[config.mk]
export PLATFORM = sky130hd
export DESIGN_NAME = mep_ctrl
export DESIGN_NICKNAME = d
export VERILOG_FILES = /design/src/design/mep_pkg.sv /design/src/design/mep_ctrl.sv
export SDC_FILE = /design/constraint.sdc
export NUM_CORES = 1
export LEC_CHECK = 0
export ABC_AREA = 0
export BUFFER_PORTS_ARGS = -buffer_cell sky130_fd_sc_hd__buf_2
export CAP_MARGIN = 20
export CORE_AREA = 4 4 41 43
export DETAILED_ROUTE_END_ITERATION = 10
export DIE_AREA = 0 0 45 47
export PLACE_DENSITY = 0.49
export SLEW_MARGIN = 20
export SYNTH_ARGS = -nofsm -noshare
export SYNTH_HDL_FRONTEND = slang
export SYNTH_SLANG_ARGS = --single-unit
[constraint.sdc]
create_clock -name clk -period 2.74 [get_ports clk]
set_clock_uncertainty 0.2 [all_clocks]
set_input_delay 0.274 -clock clk [delete_from_list [all_inputs] [get_ports clk]]
set_output_delay 0.274 -clock clk [all_outputs]
set_load 0.01 [all_outputs]
[src/design/mep_pkg.sv]
// Package with the shared types, widths and constants of the escape-time pixel evaluator.
`default_nettype none
package mep_pkg;

    localparam int COL_W       = 12;
    localparam int ROW_W       = 12;
    localparam int ORIGIN_W    = 27;
    localparam int STEP_W      = 23;
    localparam int CFG_IDX_W   = 4;
    localparam int CFG_DATA_W  = 27;
    localparam int ITER_W      = 9;
    localparam int HUE_W       = 8;

    // Product of a coordinate and a step, and the point c formed from it.
    localparam int C_PROD_W    = COL_W + 1 + STEP_W;
    localparam int C_W         = C_PROD_W + 1;

    localparam int DEF_MAX_ITER  = 256;
    localparam int DEF_FRAC_BITS = 24;

    // The escape radius squared is 1000000, so the radius is below 2^10.
    localparam int ESCAPE_LIMIT  = 1000000;
    localparam int ESC_ROOT_BITS = 10;
    localparam int HUE_BASE      = 'h120;

    localparam logic [CFG_IDX_W-1:0] CFG_REAL_ORIGIN = 4'd0;
    localparam logic [CFG_IDX_W-1:0] CFG_IMAG_ORIGIN = 4'd1;
    localparam logic [CFG_IDX_W-1:0] CFG_REAL_STEP   = 4'd2;
    localparam logic [CFG_IDX_W-1:0] CFG_IMAG_STEP   = 4'd3;

    typedef struct packed {
        logic [COL_W-1:0] column;
        logic [ROW_W-1:0] row;
    } pixel_item_t;

    typedef struct packed {
        logic [ITER_W-1:0] iterations;
        logic              inside_res;
        logic [HUE_W-1:0]  hue;
    } result_item_t;

    typedef struct packed {
        logic load_pixel;
        logic coord_mul;
        logic form_c;
        logic take_abs;
        logic mul_lo;
        logic mul_hi;
        logic acc;
        logic step;
        logic load_result;
    } dp_cmd_t;

    typedef struct packed {
        logic escape;
        logic last;
    } dp_status_t;

endpackage
`default_nettype wire

[src/design/mep_ctrl.sv]
// Controller state machine that sequences the set-up, iteration and result hand-over.
`default_nettype none
module mep_ctrl
    import mep_pkg::*;
(
    input  wire logic       clk,
    input  wire logic       rst_n,
    input  wire logic       pixel_valid,
    output logic            pixel_ready,
    output logic            result_valid,
    input  wire logic       result_ready,
    input  wire dp_status_t status,
    output dp_cmd_t         cmd
);

    localparam logic [3:0] S_IDLE   = 4'd0;
    localparam logic [3:0] S_COORD  = 4'd1;
    localparam logic [3:0] S_FORM   = 4'd2;
    localparam logic [3:0] S_ABS    = 4'd3;
    localparam logic [3:0] S_MUL_LO = 4'd4;
    localparam logic [3:0] S_MUL_HI = 4'd5;
    localparam logic [3:0] S_ACC    = 4'd6;
    localparam logic [3:0] S_TEST   = 4'd7;
    localparam logic [3:0] S_FINISH = 4'd8;

    logic [3:0] state_reg;
    logic [3:0] state_next;
    logic       result_valid_reg;
    logic       result_valid_next;
    logic       slot_free;

    assign pixel_ready  = (state_reg == S_IDLE);
    assign result_valid = result_valid_reg;
    assign slot_free    = !result_valid_reg || result_ready;

    always_comb
    begin
        cmd               = '0;
        state_next        = state_reg;
        result_valid_next = result_valid_reg;
        if (result_ready)
        begin
            result_valid_next = 1'b0;
        end
        unique case (state_reg)
            S_IDLE:
            begin
                if (pixel_valid)
                begin
                    cmd.load_pixel = 1'b1;
                    state_next     = S_COORD;
                end
            end
            S_COORD:
            begin
                cmd.coord_mul = 1'b1;
                state_next    = S_FORM;
            end
            S_FORM:
            begin
                cmd.form_c = 1'b1;
                state_next = S_ABS;
            end
            S_ABS:
            begin
                cmd.take_abs = 1'b1;
                state_next   = S_MUL_LO;
            end
            S_MUL_LO:
            begin
                cmd.mul_lo = 1'b1;
                state_next = S_MUL_HI;
            end
            S_MUL_HI:
            begin
                cmd.mul_hi = 1'b1;
                state_next = S_ACC;
            end
            S_ACC:
            begin
                cmd.acc    = 1'b1;
                state_next = S_TEST;
            end
            S_TEST:
            begin
                if (status.escape)
                begin
                    state_next = S_FINISH;
                end
                else
                begin
                    cmd.step   = 1'b1;
                    state_next = status.last ? S_FINISH : S_ABS;
                end
            end
            S_FINISH:
            begin
                if (slot_free)
                begin
                    cmd.load_result   = 1'b1;
                    result_valid_next = 1'b1;
                    state_next        = S_IDLE;
                end
            end
            default:
            begin
                state_next = S_IDLE;
            end
        endcase
    end

    always_ff @(posedge clk or negedge rst_n)
    begin
        if (!rst_n)
        begin
            state_reg        <= S_IDLE;
            result_valid_reg <= 1'b0;
        end
        else
        begin
            state_reg        <= state_next;
            result_valid_reg <= result_valid_next;
        end
    end

    a_one_command: assert property (@(posedge clk) disable iff (!rst_n)
        $onehot0(cmd))
        else $error("more than one datapath command at once");

    a_accept_starts: assert property (@(posedge clk) disable iff (!rst_n)
        (pixel_valid && pixel_ready) |=> (state_reg == S_COORD))
        else $error("accepted item did not start set-up");

    a_escape_ends: assert property (@(posedge clk) disable iff (!rst_n)
        (state_reg == S_TEST && status.escape) |=> (state_reg == S_FINISH))
        else $error("escape did not end the iteration");

    a_result_shown: assert property (@(posedge clk) disable iff (!rst_n)
        (state_reg == S_FINISH && !result_valid_reg) |=>
        (state_reg == S_IDLE && result_valid_reg))
        else $error("free result slot was not filled");

endmodule
`default_nettype wire

==> results of run 1 <==
## worst paths after layout
kind / slack, ns / from / endpoint
setup / recovery: 0.67 / state_reg[1]$_DFFE_PN0P_ / cmd[0]
hold / removal: 0.14 / result_ready / result_valid$_DFF_PN0_
setup reg to reg: 1.15 / state_reg[2]$_DFFE_PN0P_ / state_reg[0]$_DFFE_PN0P_
min in group asynchronous: 0.18 / rst_n / state_reg[2]$_DFFE_PN0P_
max in group asynchronous: 2.03 / rst_n / state_reg[0]$_DFFE_PN0P_
hold reg to reg: 0.32 / result_valid$_DFF_PN0_ / result_valid$_DFF_PN0_
## synthesized netlist by cell type (all sizes together)
library cell,count,area share (%)
nor3,6,9.1
dfrtp,5,38
nand2b,3,5.7
nor2,3,3.4
buf,2,4.9
clkbuf,2,2.3
nand2,2,2.3
nor2b,2,3.8
a2111oi,1,4.5
a21bo,1,3.0
a21oi,1,1.5
a31oi,1,1.9
and2,1,1.9
nand3b,1,2.3
nor4,1,1.9
o21bai,1,2.3
o32ai,1,2.7
or2b,1,2.3
or3b,1,3.4
or4b,1,3.0
## area by class of cell
cell class | count | area (um^2)
multi-input cells | 28 | 181
clock buffers | 4 | 26.3
fillers | 147 | 860
repair buffers | 17 | 90.1
flip-flops and latches | 5 | 125
well taps | 15 | 18.8
## cells by family (layout without fill, tap and decap cells)
kind of cell	after synthesis	after routing
and+or+nand+nor	22	22
AOI/OAI and AO/OA	6	6
DFF	5	5
buffers and inverters	4	21
## per-stage QoR
step	hold slack, ns	cells	util, %
6_report	0.139	69	33.9
3_3_place_gp	-0.104	64	31.2
5_1_grt	0.149	69	33.9
2_1_floorplan	-0.222	37	-
3_5_place_dp	-0.105	64	31.2
4_1_cts	0.129	69	33.9
## worst reg2reg max path, delay by kind of cell (launching register included)
family	cells	cell delay, ns
and+or+nand+nor	1	0.43
DFF	1	0.48
AOI/OAI and AO/OA	1	0.36
## metal layers
metal  GRT usage, %  wire length (um)
met5              0                 0
met4           5.26                 9
met3           4.98                64
met2           11.6               339
met1           9.47               332
## what timing repair did
| action | 4_1_cts | 5_1_grt |
|---|---|---|
| gates resized for setup | 0 | 0 |
| hold buffers | 1 | 0 |
| endpoints found under the hold margin | 5 | 0 |
## power breakdown
part           internal (mW)  switching (mW)  total [mW]  leakage [nW]
Clock                 0.0550          0.0298      0.0848        0.0150
Sequential             0.102          0.0688       0.171        0.0635
Combinational          0.110           0.101       0.211         0.142
Total                  0.267           0.200       0.467         0.220
==> flow_summary.ini, run 1 <==
[outcome]
status = complete, no violations

[yosys]
synthCells = 37
synth-xor-area-share_pct = 0
syn-cell-area_um2 = 330
synth.avg_cell_area_um2 = 8.93
yosysWarnings = 0
yosysSeqAreaShare_pct = 37.9
synth_compound_area_share_pct = 15.9
synth_top_family_by_area = simple AND/OR/NAND/NOR gates
ys_types = 21
syn_nets = 43
synth_simple_gate_area_share_pct = 39.0
synthAdderAreaFrac_pct = 0
synth_mux_area_share_pct = 0
synth_seq_cells = 5

[setup_path]
worstPathArrival_ns = 1.60
worst_path_dominant_cell_family = simple AND/OR/NAND/NOR gates
path_cells = or4b_1 > nor2b_1 > buf_2
worstRegToRegCells = 2
critPathCaptureType = output pin
slowest_stage = or4b_1
startpoint_type = register
cp.required_ns = 2.27
critical_path_class = reg -> out
cp_num_cells = 3
crit_buf_inv = 1
critPathMaxFanout = 12
slowest_delay_ns = 0.61

[detailed_routing]
drt-initial-drc-count = 3
drt-total-wl_um = 745
avgViaCountPerCell = 4.65
dr.pass1.iters = 2
ant_nets = 0
post_drt_wl_per_cell_um = 10.8
drc = 0
vias = 321

[layout]
largest_reg_flops = 4
final_cell_mix = buf_2, nor3_1, dfrtp_1
nets = 61
drive_above_1_share_pct = 40.7
antenna_cells = 0
design_area_um2 = 442
layout_commonest_cell = buf_2
synthToLayoutAreaGrowth_pct = 33.7

[clock_tree]
cts_made_buffers = 3
cts_tree = yes
clkTransAtPathRegs_ns = 0.04
cts.htree.levels = 1
post-cts-setup-buffers = 0
insertion_delay_ns = 0.24
cts.sinks = 5
clock_path_buffers = 2
cts_root_buffer = clkbuf_4

[grt]
grt_first_pass_wirelength_um = 1180
antenna_found_initial = 0
grt-ovfl-total = 0
grt_usage_pct = 8.26
grt_max_degree = 13
grt_pass1_vias = 274

[power]
power_density_nw_per_um2 = 1060
power_leakage_nw = 0.220
total_power_mw = 0.467
irDropWorstVdd_mv = 0.457

[min_path]
hold_depth = 3
hold_path.class = in -> reg

[timing]
tightest_slew_ns = 0.333
setup_slack_ns = 0.669
setup_violations = 0
setup_tns_ns = 0
rsz0062_at_grt = no
min_period_ns = 2.07
slew_headroom_pct = 77.8
fmax_mhz = 483
slew_violations = 0
fin_crit_sh_pct = 75.6
finalHoldViolCount = 0

[job]
cap_viol_max_count = 0

[floorplanning]
initial_core_util_pct = 25.4
die_w_um = 45
row_count = 13
ios = 17
die_area_um2 = 2120
fp.dieH_um = 47
core_area_um2 = 1300

[place]
routabilityCongestion = 0.707
io_buffers = 16
pre_cts_slack_ns = 0.919
dpl.hpwl_um = 578
dpl_cell_area_um2 = 405
(Power assumes the default switching activity.)
==> inputs of run 2 (changes only) <==
--- a/config.mk
+++ b/config.mk
@@ -5,13 +5,13 @@
 export SDC_FILE = /design/constraint.sdc
 export NUM_CORES = 1
 export LEC_CHECK = 0
-export ABC_AREA = 0
+export ABC_AREA = 1
 export BUFFER_PORTS_ARGS = -buffer_cell sky130_fd_sc_hd__buf_2
 export CAP_MARGIN = 20
 export CORE_AREA = 4 4 41 43
 export DETAILED_ROUTE_END_ITERATION = 10
 export DIE_AREA = 0 0 45 47
-export PLACE_DENSITY = 0.49
+export PLACE_DENSITY = 0.51
 export SLEW_MARGIN = 20
 export SYNTH_ARGS = -nofsm -noshare
 export SYNTH_HDL_FRONTEND = slang
==> constraint.sdc (replaced) <==
create_clock -name clk -period 1.7 [get_ports clk]
set_clock_uncertainty 0.2 [all_clocks]
set_input_delay 0.17 -clock clk [delete_from_list [all_inputs] [get_ports clk]]
set_output_delay 0.17 -clock clk [all_outputs]
set_load 0.01 [all_outputs]
==> flow_summary.ini, run 2 <==
[clock_tree]
insertion_delay_ns = 0.24
post-cts-setup-buffers = 0
cts_made_buffers = 3
cts.sinks = 5
clkTransAtPathRegs_ns = 0.04
cts.htree.levels = 1
cts_tree = yes
clock_path_buffers = 2
cts_root_buffer = clkbuf_4

[yosys]
synth-edff-count = 0
synth_seq_cells = 5
synthTopCellsByCount = nand2_1, nor2_2, inv_1, nor2_1
ys_top_cells_by_area = dfrtp_1, nor2_2, nand2_1
yosysTopAreaCell = dfrtp_1
synth_top_area_share_pct = 36.9
ys_types = 12
syn-cell-area_um2 = 339
synth_ff_type = dfrtp_1
synthCells = 51
yosysMostFrequentCell = nand2_1
async_flop_share_pct = 100
yosysWarnings = 0
yosysSeqAreaShare_pct = 36.9
syn_nets = 57
synth.avg_cell_area_um2 = 6.65

[timing]
slew_headroom_pct = 84.8
setup_violations = 0
slew_violations = 0
fin_crit_sh_pct = 94.1
setup_tns_ns = 0
fmax_mhz = 625
finalHoldViolCount = 0
tightest_slew_ns = 0.228
holdWs_ns = 0.0177
setup_slack_ns = 0.100
min_period_ns = 1.60

[floorplanning]
core_area_um2 = 1300
ios = 17
row_count = 13
die_area_um2 = 2120
initial_core_util_pct = 26.1
die_w_um = 45
fp.dieH_um = 47

[detailed_routing]
drc = 0
drt-total-wl_um = 855
drt-initial-drc-count = 2
post_drt_wl_per_cell_um = 9.61
ant_nets = 0
avgViaCountPerCell = 4.22
vias = 376
dr.pass1.iters = 2

[layout]
largest_reg_flops = 4
nets = 81
stdcell_count = 89
final_cell_mix = buf_2, nand2_1, inv_1, nor2_1, nor2_2
antenna_cells = 0
final_util_pct = 38.9
design_area_um2 = 507
layout_commonest_cell = buf_2
drive_above_1_share_pct = 47.3
synthToLayoutAreaGrowth_pct = 49.4

[place]
placed_cells = 82
pre_cts_slack_ns = 0.333
io_buffers = 16
dpl.hpwl_um = 694
dpl_cell_area_um2 = 438
routabilityCongestion = 0.731

[power]
irDropWorstVdd_mv = 0.749
total_power_mw = 0.869
power_density_nw_per_um2 = 1710
power_leakage_nw = 0.305

[setup_path]
critPathMaxFanout = 5
critPathCaptureType = output pin
worstRegToRegCells = 6
cp.required_ns = 1.33
reg2reg_setup_slack_ns = 0.43
critical_path_class = reg -> out
rr_endpoint = state_reg[0]$_DFFE_PN0P_
r2r-start = state_reg[1]$_DFFE_PN0P_
worstPathArrival_ns = 1.23
startpoint_type = register

[min_path]
min_to = state_reg[3]$_DFFE_PN0P_
hold_depth = 3
hold_path.class = in -> reg
hp-start = status[1]

[job]
cap_viol_max_count = 0

[grt]
grt_pass1_vias = 371
grt-ovfl-total = 0
grt_max_degree = 6
antenna_found_initial = 0
grt_first_pass_wirelength_um = 1460
grt_usage_pct = 9.93

[outcome]
status = complete, no violations
[run 2: cell count changes in the layout (fill, tap and decap cells not counted), moves of 3 or more]
cell,change
nor2_2,+6
nand2b_1,-3
nand2_1,+7
inv_1,+7
nor3_1,-5
nand3_1,+3
inv_2,+5
nor2_1,+4
[run 2: final cells by class]
type	instances	area, um^2
Inverter	12	45.0
Tap cell	15	18.8
Timing Repair Buffer	19	110
Sequential cell	5	128
Clock buffer	4	26.3
Multi-Input combinational cell	34	179
Fill cell	150	795
[run 2: cells by family (layout without fill, tap and decap cells)]
kind of cell           after synthesis  count (layout)  synth area share, %
flip-flops                           5               5                 36.9
buffers and inverters               12              35                 13.3
AND/OR/NAND/NOR                     31              31                 44.6
AO/OA/AOI/OAI                        3               3                 5.17
[run 2: layer usage]
metal / vias up / share of wire (%) / track usage, %
met5: - / 0 / 0
met4: 0 / 0 / 3.51
met1: 163 / 41 / 9.47
met2: 11 / 50 / 16.9
li1: 202 / - / -
met3: 0 / 8.7 / 6.90
[run 2: how the worst max path moves through the flow]
stage	start	to	slack (ns)
after global placement	state_reg[1]$_DFFE_PN0P_	cmd[8]	0.35
after floorplan	state_reg[1]$_DFFE_PN0P_	cmd[8]	0.40
after detailed placement	state_reg[1]$_DFFE_PN0P_	cmd[8]	0.33
after global routing	state_reg[1]$_DFFE_PN0P_	cmd[8]	-0.0003
final	state_reg[3]$_DFFE_PN0P_	cmd[1]	0.10
after CTS	state_reg[1]$_DFFE_PN0P_	cmd[8]	0.06
[run 2: what timing repair did]
item,4_1_cts,5_1_grt
hold buffers,3,0
endpoints found under the hold margin,7,0
setup endpoints to repair,0,1
gates resized for setup,0,4
[run 2: power breakdown]
group,internal (mW),switching [mW],leakage (nW)
logic,0.196,0.300,0.228
clock network,0.0887,0.0473,0.0150
registers,0.170,0.0665,0.0619
total,0.454,0.414,0.305
[run 2: worst max-delay path, stage by stage, from the launching register on]
cell     delay (ns)
dfrtp_1        0.44
nor2_2         0.21
nand2_1        0.10
nor2_1         0.10
buf_2          0.14
